File: src/rtl/det_pkg.sv
// Shared types, constants and register indexes for the difference edge threshold block.
package det_pkg;

   localparam int PIXEL_W    = 8;
   localparam int THRESH_W   = 9;
   localparam int WIDTH_W    = 12;
   localparam int HEIGHT_W   = 13;
   localparam int ROW_W      = 12;
   localparam int COL_W      = 11;
   localparam int CSR_IDX_W  = 2;
   localparam int CSR_DATA_W = 13;
   localparam int RSP_DATA_W = 32;

   localparam int DEF_MAX_WIDTH  = 2048;
   localparam int DEF_MAX_HEIGHT = 4096;
   localparam int QUEUE_DEPTH    = 4;

   localparam int THRESH_RESET = 10;
   localparam int WIDTH_RESET  = 640;
   localparam int HEIGHT_RESET = 480;

   localparam logic [CSR_IDX_W-1:0] CSR_THRESHOLD = 2'd0;
   localparam logic [CSR_IDX_W-1:0] CSR_WIDTH     = 2'd1;
   localparam logic [CSR_IDX_W-1:0] CSR_HEIGHT    = 2'd2;

   localparam logic [PIXEL_W-1:0] PIX_EDGE = 8'd255;
   localparam logic [PIXEL_W-1:0] PIX_FLAT = 8'd0;

   typedef struct packed {
      logic [PIXEL_W-1:0] above;
      logic [PIXEL_W-1:0] right;
      logic [PIXEL_W-1:0] pix;
      logic [ROW_W-1:0]   row;
      logic [COL_W-1:0]   col;
      logic               last_col;
      logic               last_row;
   } queue_entry_type;

endpackage

File: src/rtl/det_queue.sv
// Short register queue between the front and the back of the edge detector.
module det_queue (
   input  logic                     clock,
   input  logic                     reset,
   input  logic                     push,
   input  det_pkg::queue_entry_type push_entry,
   output logic                     full,
   input  logic                     pop,
   output logic                     empty,
   output det_pkg::queue_entry_type head_entry
);
   import det_pkg::*;

   localparam int PTR_W = $clog2(QUEUE_DEPTH);
   localparam int CNT_W = $clog2(QUEUE_DEPTH + 1);

   queue_entry_type     slot_ff [QUEUE_DEPTH];
   logic [PTR_W-1:0]    wr_ptr_ff, wr_ptr_in;
   logic [PTR_W-1:0]    rd_ptr_ff, rd_ptr_in;
   logic [CNT_W-1:0]    count_ff, count_in;
   logic                do_push;
   logic                do_pop;

   assign full       = (count_ff == CNT_W'(QUEUE_DEPTH));
   assign empty      = (count_ff == '0);
   assign head_entry = slot_ff[rd_ptr_ff];
   assign do_push    = push && !full;
   assign do_pop     = pop && !empty;

   always_comb begin
      wr_ptr_in = wr_ptr_ff;
      rd_ptr_in = rd_ptr_ff;
      count_in  = count_ff;
      if (do_push) begin
         wr_ptr_in = (wr_ptr_ff == PTR_W'(QUEUE_DEPTH - 1)) ? '0 : wr_ptr_ff + 1'b1;
      end
      if (do_pop) begin
         rd_ptr_in = (rd_ptr_ff == PTR_W'(QUEUE_DEPTH - 1)) ? '0 : rd_ptr_ff + 1'b1;
      end
      if (do_push && !do_pop) begin
         count_in = count_ff + 1'b1;
      end else if (do_pop && !do_push) begin
         count_in = count_ff - 1'b1;
      end
   end

   always_ff @(posedge clock) begin
      if (reset) begin
         wr_ptr_ff <= '0;
         rd_ptr_ff <= '0;
         count_ff  <= '0;
      end else begin
         wr_ptr_ff <= wr_ptr_in;
         rd_ptr_ff <= rd_ptr_in;
         count_ff  <= count_in;
      end
   end

   always_ff @(posedge clock) begin
      if (do_push) begin
         slot_ff[wr_ptr_ff] <= push_entry;
      end
   end

endmodule

File: config.mk
export PLATFORM = sky130hd
export DESIGN_NAME = det_queue
export DESIGN_NICKNAME = d
export VERILOG_FILES = /design/src/rtl/det_pkg.sv /design/src/rtl/det_queue.sv
export SDC_FILE = /design/constraint.sdc
export NUM_CORES = 1
export LEC_CHECK = 0
export BUFFER_PORTS_ARGS = -buffer_cell sky130_fd_sc_hd__buf_2
export CAP_MARGIN = 20
export CORE_ASPECT_RATIO = 1.5
export CORE_MARGIN = 2
export CORE_UTILIZATION = 43
export CTS_CLUSTER_DIAMETER = 150
export DETAILED_ROUTE_END_ITERATION = 7
export HOLD_SLACK_MARGIN = 0.08
export PLACE_DENSITY_LB_ADDON = 0.1
export SKIP_CTS_REPAIR_TIMING = 1
export SYNTH_ARGS = -nofsm -noshare
export SYNTH_HDL_FRONTEND = slang
export SYNTH_SLANG_ARGS = --single-unit
File: constraint.sdc
create_clock -name clock -period 4.9 [get_ports clock]
set_input_delay 0.735 -clock clock [delete_from_list [all_inputs] [get_ports clock]]
set_output_delay 0.735 -clock clock [all_outputs]
set_load 0.01 [all_outputs]
==> impl_metrics.py <==
metrics = {
    "status": {
        "status": "complete, no violations",
    },
    "yosys": {
        "ys_warn_count": 0,
        "ys_seq_area_share_pct": 80.2,
        "avgSynthCellArea_um2": 24.7,
        "synth_edf_count": 196,
        "yosysTopAreaCell": "edfxtp_1",
        "netlist_top_cells_area": "edfxtp_1 78%, mux4_2 14%, dfxtp_1 2.4%, ha_1 0.99%, mux4_1 0.69%",
        "synth_flop_cell": "edfxtp_1",
        "synth_most_common_cell": "edfxtp_1",
        "ys_top_cells_by_count": "196 x edfxtp_1, 47 x mux4_2, 9 x dfxtp_1",
        "netlist_area_um2": 7560,
        "syn_inst": 306,
        "syn_nets": 366,
        "synth_top_area_share_pct": 77.8,
        "yosys.cell_types.count": 27,
        "synth_seq_cells": 205,
        "async_flop_share_pct": 0,
    },
    "critical_path": {
        "r2r_cells": 9,
        "crit_arrival_ps": 2280,
        "slowest_stage": "dfxtp_2",
        "path_max_fanout": 28,
        "required_ps": 4160,
        "crit_type": "reg2out",
        "path_buf_inv": 2,
        "end_kind": "primary output",
        "crit_path_max_incr_delay_ps": 700,
        "critPathTopFamily": "flip-flops",
        "cp_cell_sequence": "buf_4, mux4_2, buf_2",
        "crit_path_start_kind": "flop",
        "worst-path-stages": 3,
    },
    "sta": {
        "fin_hold_ws_ps": 462,
        "fin_crit_sh_pct": 61.5,
        "finalSetupViolCount": 0,
        "setup_tns_ps": 0,
        "final_hold_viol_count": 0,
        "slew_violations": 0,
        "worst_pin_slew_ps": 974,
        "rsz0062_at_grt": "false",
        "slew_headroom_pct": 35.1,
        "clock_skew_ps": 17.8,
        "layout_setup_ws_ps": 1890,
        "fmax_mhz": 332,
        "fin_crit_ps": 3010,
    },
    "power": {
        "ir_drop_uv": 366,
        "leakage_nw": 3.05,
        "power_density_nw_per_um2": 514,
    },
    "floorplanning": {
        "die_height_um": 166,
        "pin_count": 104,
        "die_w_um": 112,
        "fp-row-count": 59,
        "start_util_pct": 43.8,
        "core_um2": 17300,
        "dieArea_um2": 18700,
    },
    "clocking": {
        "tritoncts": "built",
        "insertion_delay_ps": 490,
        "cts_max_path_buffers": 3,
        "cts_root_buffer": "clkbuf_16",
        "clkTransAtPathRegs_ps": 60,
        "numCtsBuffers": 20,
        "clkSinkCount": 205,
        "cts_max_level": 1,
    },
    "global_routing": {
        "grt_max_degree": 50,
        "antenna_found_initial": 1,
        "grt_remaining_overflow": 0,
        "grt_pass1_vias": 3710,
        "grt_usage_pct": 14.8,
        "grt_pass1_wl_um": 20900,
    },
    "drt": {
        "wl_per_cell_um": 20.9,
        "ant_nets": 0,
        "via_per_inst": 5.29,
        "vias": 3451,
        "detail_route.first_pass.iterations": 4,
        "routed_wirelength_um": 13600,
        "drcViolationCount": 0,
        "dr.first_iter.drc_count": 199,
    },
    "hold_path": {
        "holdPathStages": 1,
        "hold_class": "in2reg",
    },
    "placement": {
        "gp_congestion": 0.710,
        "post-dp-hpwl_um": 8120,
        "preCtsSetupSlack_ps": 2210,
        "io_buffers": 103,
        "dp.cells": 614,
    },
    "layout": {
        "area_delta_synth_final_pct": 18.5,
        "seq_area_um2": 6070,
        "multi_input_area_um2": 1380,
        "post-route-util_pct": 51.9,
        "final_net_count": 484,
        "final_cells": 652,
        "drive_gt1_share_pct": 43.4,
        "fillers": 1419,
    },
    "run": {
        "maxCapViolCount": 0,
    },
}
## path summary, 6_finish.rpt
check                                       to     startpoint  slack (ps)
worst min register to register            flop   rd_ptr_ff[0]         500
worst max-delay path            head_entry[17]           flop        1890
worst min-delay path             slot_ff[2][8]  push_entry[8]         460
worst max register to register     count_ff[2]    count_ff[0]        2520
## final cells by class
cell class,count,area share [%]
Tap cell,213,2.97
Inverter,5,0.223
Clock inverter,10,1.17
Timing Repair Buffer,109,6.39
Sequential cell,205,67.7
Clock buffer,26,6.07
Antenna cell,1,0.0279
Multi-Input combinational cell,83,15.4
## registers in the layout, indices dropped and copies added, names as in the netlist, named ones only
register / cells
rd_ptr_ff: 2
wr_ptr_ff: 2
slot_ff: 196
count_ff: 3
## metal layers
| layer | global-route usage, % | vias to the layer above | share of wire, % |
|---|---|---|---|
| met5 | 0 | - | 0.081 |
| met4 | 4.93 | 2 | 2.2 |
| met2 | 25.9 | 93 | 52 |
| met3 | 3.24 | 25 | 5.6 |
| li1 | - | 1536 | - |
| met1 | 18.4 | 1795 | 40 |
## through the flow
stage	power [W]	instance area, µm²
3_3_place_gp	0.00314	8290
2_1_floorplan	0.00284	7560
4_1_cts	0.00468	8940
3_5_place_dp	0.00317	8290
6_report	0.00461	8960
5_1_grt	0.00482	8960
## layout by cell type, fill, tap and decap left out, drive strengths merged
cell and n:
a21oi 3, and3 4, buf 109, bufinv 2, clkbuf 26, clkinv 9
dfxtp 9, diode 1, edfxtp 196, fa 1, ha 6, inv 4
mux2i 2, mux4 49, nand2 1, nand3 2, nor2 4, nor3 2
o21ai 2, o31ai 2, or3 2, or3b 1, xor2 2
## logic make-up after synthesis
group | synth area share [%]
DFF | 80.2
muxes | 15.0
buffers and inverters | 1.64
and+or+nand+nor | 1.12
AOI/OAI and AO/OA | 0.595
adders and majority gates | 1.26
xor gates and xnor gates | 0.232
## report_power, final
group	internal [W]	total, W	switching, W
Combinational	0.000438	0.000882	0.000444
Sequential	0.00212	0.00222	0.000100
Clock	0.000892	0.00150	0.000607
Total	0.00345	0.00461	0.00115
No activity file was read; power rests on OpenSTA's default activity.
