File: src/rtl/det_pkg.sv
// Shared types, constants and register indexes for the difference edge threshold block.
package det_pkg;

   localparam int PIXEL_W    = 8;
   localparam int THRESH_W   = 9;
   localparam int WIDTH_W    = 12;
   localparam int HEIGHT_W   = 13;
   localparam int ROW_W      = 12;
   localparam int COL_W      = 11;
   localparam int CSR_IDX_W  = 2;
   localparam int CSR_DATA_W = 13;
   localparam int RSP_DATA_W = 32;

   localparam int DEF_MAX_WIDTH  = 2048;
   localparam int DEF_MAX_HEIGHT = 4096;
   localparam int QUEUE_DEPTH    = 4;

   localparam int THRESH_RESET = 10;
   localparam int WIDTH_RESET  = 640;
   localparam int HEIGHT_RESET = 480;

   localparam logic [CSR_IDX_W-1:0] CSR_THRESHOLD = 2'd0;
   localparam logic [CSR_IDX_W-1:0] CSR_WIDTH     = 2'd1;
   localparam logic [CSR_IDX_W-1:0] CSR_HEIGHT    = 2'd2;

   localparam logic [PIXEL_W-1:0] PIX_EDGE = 8'd255;
   localparam logic [PIXEL_W-1:0] PIX_FLAT = 8'd0;

   typedef struct packed {
      logic [PIXEL_W-1:0] above;
      logic [PIXEL_W-1:0] right;
      logic [PIXEL_W-1:0] pix;
      logic [ROW_W-1:0]   row;
      logic [COL_W-1:0]   col;
      logic               last_col;
      logic               last_row;
   } queue_entry_type;

endpackage

File: src/rtl/det_back.sv
// Back end: gradient sum, threshold decision and output register with second-result handling.
module det_back (
   input  logic                             clock,
   input  logic                             reset,
   input  logic [det_pkg::THRESH_W-1:0]     edge_threshold,
   input  logic                             queue_empty,
   input  det_pkg::queue_entry_type         head_entry,
   output logic                             pop,
   output logic                             rsp_tvalid,
   input  logic                             rsp_tready,
   output logic [det_pkg::PIXEL_W-1:0]      out_pixel,
   output logic [det_pkg::ROW_W-1:0]        out_row,
   output logic [det_pkg::COL_W-1:0]        out_col,
   output logic                             frame_done,
   output logic                             run_last
);
   import det_pkg::*;

   logic               out_valid_ff, out_valid_in;
   logic [PIXEL_W-1:0] out_pix_ff, out_pix_in;
   logic [ROW_W-1:0]   out_row_ff, out_row_in;
   logic [COL_W-1:0]   out_col_ff, out_col_in;
   logic               out_done_ff, out_done_in;
   logic               out_last_ff, out_last_in;

   logic               pend_ff, pend_in;
   logic [PIXEL_W-1:0] pend_pix_ff, pend_pix_in;
   logic [ROW_W-1:0]   pend_row_ff, pend_row_in;
   logic [COL_W-1:0]   pend_col_ff, pend_col_in;
   logic               pend_done_ff, pend_done_in;

   logic               load;
   logic [PIXEL_W-1:0] diff_right;
   logic [PIXEL_W-1:0] diff_below;
   logic [THRESH_W-1:0] grad_sum;
   logic [PIXEL_W-1:0] first_pix;

   assign load = !out_valid_ff || rsp_tready;
   assign pop  = load && !pend_ff && !queue_empty;

   assign diff_right = (head_entry.above > head_entry.right) ?
                       head_entry.above - head_entry.right :
                       head_entry.right - head_entry.above;
   assign diff_below = (head_entry.above > head_entry.pix) ?
                       head_entry.above - head_entry.pix :
                       head_entry.pix - head_entry.above;
   assign grad_sum   = {1'b0, diff_right} + {1'b0, diff_below};
   assign first_pix  = head_entry.last_col ? head_entry.above :
                       ((grad_sum >= edge_threshold) ? PIX_EDGE : PIX_FLAT);

   always_comb begin
      out_valid_in = out_valid_ff;
      out_pix_in   = out_pix_ff;
      out_row_in   = out_row_ff;
      out_col_in   = out_col_ff;
      out_done_in  = out_done_ff;
      out_last_in  = out_last_ff;
      pend_in      = pend_ff;
      pend_pix_in  = pend_pix_ff;
      pend_row_in  = pend_row_ff;
      pend_col_in  = pend_col_ff;
      pend_done_in = pend_done_ff;
      if (load) begin
         if (pend_ff) begin
            out_valid_in = 1'b1;
            out_pix_in   = pend_pix_ff;
            out_row_in   = pend_row_ff;
            out_col_in   = pend_col_ff;
            out_done_in  = pend_done_ff;
            out_last_in  = 1'b1;
            pend_in      = 1'b0;
         end else if (!queue_empty) begin
            out_valid_in = 1'b1;
            out_pix_in   = first_pix;
            out_row_in   = head_entry.row - 1'b1;
            out_col_in   = head_entry.col;
            out_done_in  = 1'b0;
            out_last_in  = !head_entry.last_row;
            pend_in      = head_entry.last_row;
            pend_pix_in  = head_entry.pix;
            pend_row_in  = head_entry.row;
            pend_col_in  = head_entry.col;
            pend_done_in = head_entry.last_col;
         end else begin
            out_valid_in = 1'b0;
         end
      end
   end

   always_ff @(posedge clock) begin
      if (reset) begin
         out_valid_ff <= 1'b0;
         pend_ff      <= 1'b0;
      end else begin
         out_valid_ff <= out_valid_in;
         pend_ff      <= pend_in;
      end
   end

   always_ff @(posedge clock) begin
      out_pix_ff   <= out_pix_in;
      out_row_ff   <= out_row_in;
      out_col_ff   <= out_col_in;
      out_done_ff  <= out_done_in;
      out_last_ff  <= out_last_in;
      pend_pix_ff  <= pend_pix_in;
      pend_row_ff  <= pend_row_in;
      pend_col_ff  <= pend_col_in;
      pend_done_ff <= pend_done_in;
   end

   assign rsp_tvalid = out_valid_ff;
   assign out_pixel  = out_pix_ff;
   assign out_row    = out_row_ff;
   assign out_col    = out_col_ff;
   assign frame_done = out_done_ff;
   assign run_last   = out_last_ff;

endmodule

File: config.mk
export PLATFORM = sky130hd
export DESIGN_NAME = det_back
export DESIGN_NICKNAME = d
export VERILOG_FILES = /design/src/rtl/det_pkg.sv /design/src/rtl/det_back.sv
export SDC_FILE = /design/constraint.sdc
export NUM_CORES = 1
export LEC_CHECK = 0
export ABC_AREA = 1
export BUFFER_PORTS_ARGS = -buffer_cell sky130_fd_sc_hd__buf_2
export CELL_PAD_IN_SITES_DETAIL_PLACEMENT = 1
export CELL_PAD_IN_SITES_GLOBAL_PLACEMENT = 2
export CORE_UTILIZATION = 29
export CTS_CLUSTER_SIZE = 10
export DETAILED_ROUTE_END_ITERATION = 10
export PLACE_DENSITY = 0.74
export REMOVE_ABC_BUFFERS = 1
export SLEW_MARGIN = 0
export SYNTH_ARGS = -nofsm -noshare
export SYNTH_HDL_FRONTEND = slang
export SYNTH_SLANG_ARGS = --single-unit
File: constraint.sdc
create_clock -name clock -period 3.55 [get_ports clock]
set_input_delay 0.1775 -clock clock [delete_from_list [all_inputs] [get_ports clock]]
set_output_delay 0.1775 -clock clock [all_outputs]
set_load 0.005 [all_outputs]
==> key figures <==
Status
  • Status: complete, no violations

Logic synthesis
  • Syn avg cell area: 8.03 um^2
  • Cell variety after synth: 34
  • Netlist Area Pre-Place: about 0.005 mm^2
  • Top FF cell, synth: edfxtp_1
  • Yosys Warn Count: 0
  • Asr flop ratio synth: 0%
  • Syn Inst Count: approximately 620
  • #FFs+latches synth: 67
  • Sequential element share of the synthesized area: between 40% and 50%
  • Number of synthesized flops with an enable pin: 65

Setup path
  • CP peak stage delay: 0.35 ns
  • Crit-path most repeated cell: nand2_2
  • CP startpoint kind: input pin
  • Crit Reg-Reg Endpoint: out_row[10]
  • Worst Path Class, Setup: in2reg
  • Reg-to-Reg Start: pend_ff
  • Worst reg-to-reg path cell count: 3
  • Worst path required time: between 3 and 4 ns
  • CP bufs+invs: 8
  • Worst Path Max Fanout: 8
  • Flop2flop setup slack: between 1 and 1.5 ns
  • Worst-path cell with the longest stage delay: fa_2
  • CP endpoint kind: register
  • CP top delay family: simple AND/OR/NAND/NOR gates
  • Critical path arrival: around 3.4 ns

Global route
  • First-pass GRT wire length: 24400 um
  • Antenna violations before repair: 0
  • Vias in the first global route: roughly 5000
  • Largest net degree at the start of global routing: 33
  • GRT Total Usage: between 10% and 20%
  • GRT overflow: 0

Drt
  • Starting DRT DRC Count: about 100
  • Vias: around 4700
  • 1st-pass router iterations: 4
  • DR WL/cell: approximately 15 um
  • Vias per inst: 4.53
  • Residual DRC: 0
  • WL final: around 15000 um
  • Antenna viol nets, final: 0

STA
  • Period utilisation layout: between 90 and 100%
  • Slew @ Worst Pin: 1.08 ns
  • Max_slew headroom: around 28%
  • Peak Freq: a little under 300 MHz
  • Post-route minimum period: between 3 and 4 ns
  • Setup ws final: roughly 0.19 ns
  • Final Hold Vio Count: 0
  • Endpoints failing setup: 0
  • Skew final: between 0.005 and 0.006 ns
  • Slew Limit Fails: 0
  • Worst hold slack: 0.0196 ns
  • Setup TNS: 0 ns

Min path
  • Hold Path Depth: 2
  • Hold_sp: reset
  • HP Class: in2reg
  • WHS Endpoint: rsp_tvalid

Cells and area
  • Final instance area: roughly 0.007 mm^2
  • Multi-input gate area: around 0.0028 mm^2
  • FF/Latch Area: around 0.002 mm^2
  • Ant diodes: 0
  • # fillers: ~2000
  • Layout cell share with drive strength beyond 1: a little over a third
  • Area growth, synth to finish: 41.3%
  • Final Net Count: 917

Floorplan
  • Die width: around 130 um
  • CORE AREA: 0.0166 mm^2
  • Initial Util: between 20% and 30%
  • I/O pin count: 97
  • FP Rows: 47
  • Die ar.: ~0.018 mm^2
  • Die height: 133 um

CTS
  • Clock Tree Buf Depth: 2
  • Clock root cell: clkbuf_16
  • Reg clk slew, reported paths: 0.05 ns
  • TritonCTS Buffers: 9
  • CTS tree: built
  • H-tree Lvls: 3
  • Cts hold-fix bufs: 0
  • Clock Latency Late Sink: 0.32 ns
  • Clock sink count: 67

Power
  • Maximum VDD drop: roughly 0.25 mV
  • Total leakage power: 3.47 nW
  • Cell area power density: 506 mW/mm^2

Place
  • Placement Setup Slack: -0.425 ns
  • Placer Congestion: about 0.87
  • Port bufs: 96
  • Post-detailed-placement half-perimeter wirelength: between 10000 and 15000 um
  • Area after DPL: around 0.0063 mm^2

Flow run
  • MaxCap Viol Count: 0
[routing by layer]
| metal | track usage [%] | vias to the layer above | wire (um) |
|---|---|---|---|
| li1 | - | 2323 | - |
| met1 | 20.1 | 2230 | 6510 |
| met2 | 32.7 | 82 | 7860 |
| met3 | 2.53 | 15 | 525 |
| met4 | 4.92 | 0 | 183 |
| met5 | 0 | - | 0 |
[registers in the layout, summed over array words and instances (netlist names)]
name	cells
rsp_tvalid	1
frame_done	1
pend_col_ff	11
out_row	12
pend_done_ff	1
pend_row_ff	12
out_pixel	8
run_last	1
pend_ff	1
out_col	11
pend_pix_ff	8
[cell families (layout without fill, tap and decap cells)]
family	after synthesis	in the layout	synth area share, %
simple gates	279	279	23.5
flops	67	67	40.3
xor+xnor	26	26	4.60
compound gates	67	67	7.41
buf+inv	124	315	10.1
fa+ha+maj	53	53	14.2
[worst max path at each step]
stage,startpoint,to,slack (ns),depth (start not counted)
final,head_entry[41],out_pixel[3],0.19,28
after floorplan,head_entry[41],out_pixel[0],0.12,25
after global routing,head_entry[33],out_pixel[1],-0.04,28
after global placement,head_entry[41],out_pixel[7],-0.31,27
after CTS,head_entry[41],out_pixel[7],0.004,27
after detailed placement,head_entry[41],out_pixel[6],-0.42,27
[where the power goes]
part / total, W / leakage (nW) / internal, W / switching [W]
clock network: 0.000838 / 0.140 / 0.000536 / 0.000302
registers: 0.000992 / 0.647 / 0.000972 / 0.0000201
logic: 0.00171 / 2.68 / 0.000793 / 0.000916
total: 0.00354 / 3.47 / 0.00230 / 0.00124
[timing repair]
| item | 4_1_cts | 5_1_grt |
|---|---|---|
| gates resized for setup | 28 | 59 |
| pin swaps | 15 | 31 |
| buffers inserted | 5 | 3 |
| endpoints found under the setup margin | 8 | 8 |
[cell usage after synthesis, types with 7 or more instances]
| master | count | area, um^2 |
|---|---|---|
| inv_1 | 107 | 402 |
| nand2_1 | 178 | 668 |
| edfxtp_1 | 65 | 1950 |
| xnor2_1 | 7 | 61.3 |
| a21oi_1 | 38 | 190 |
| nor2_1 | 51 | 191 |
| nand3_1 | 26 | 130 |
| nand4_1 | 7 | 43.8 |
| ha_1 | 48 | 601 |
| xor2_1 | 19 | 166 |
| o21ai_0 | 14 | 70.1 |
[through the flow]
step | cells | util (%) | total power (W)
floorplan | 603 | - | 0.00177
global placement | 1004 | 37.7 | 0.00229
detailed placement | 1004 | 37.7 | 0.00234
CTS | 1025 | 40.4 | 0.00334
global route | 1027 | 42.0 | 0.00377
finish | 1027 | 42.0 | 0.00354
[layout by cell type (no fill, tap or decap), types with 15 or more instances in the layout]
master,Yosys,routed
buf_4,3,89
inv_1,107,99
edfxtp_1,65,65
nand2_1,178,168
ha_1,48,29
a21oi_1,38,23
nand3_1,26,22
xor2_1,19,19
ha_4,0,15
nor2_1,51,48
buf_2,3,95
[cell type report]
type | instances | area share (%)
clock inverters | 6 | 0.805
repair buffers | 188 | 17.2
well taps | 220 | 3.94
inverters | 111 | 6.10
flip-flops and latches | 67 | 28.5
clock buffers | 10 | 3.28
multi-input cells | 425 | 40.2
(Power assumes the default switching activity.)
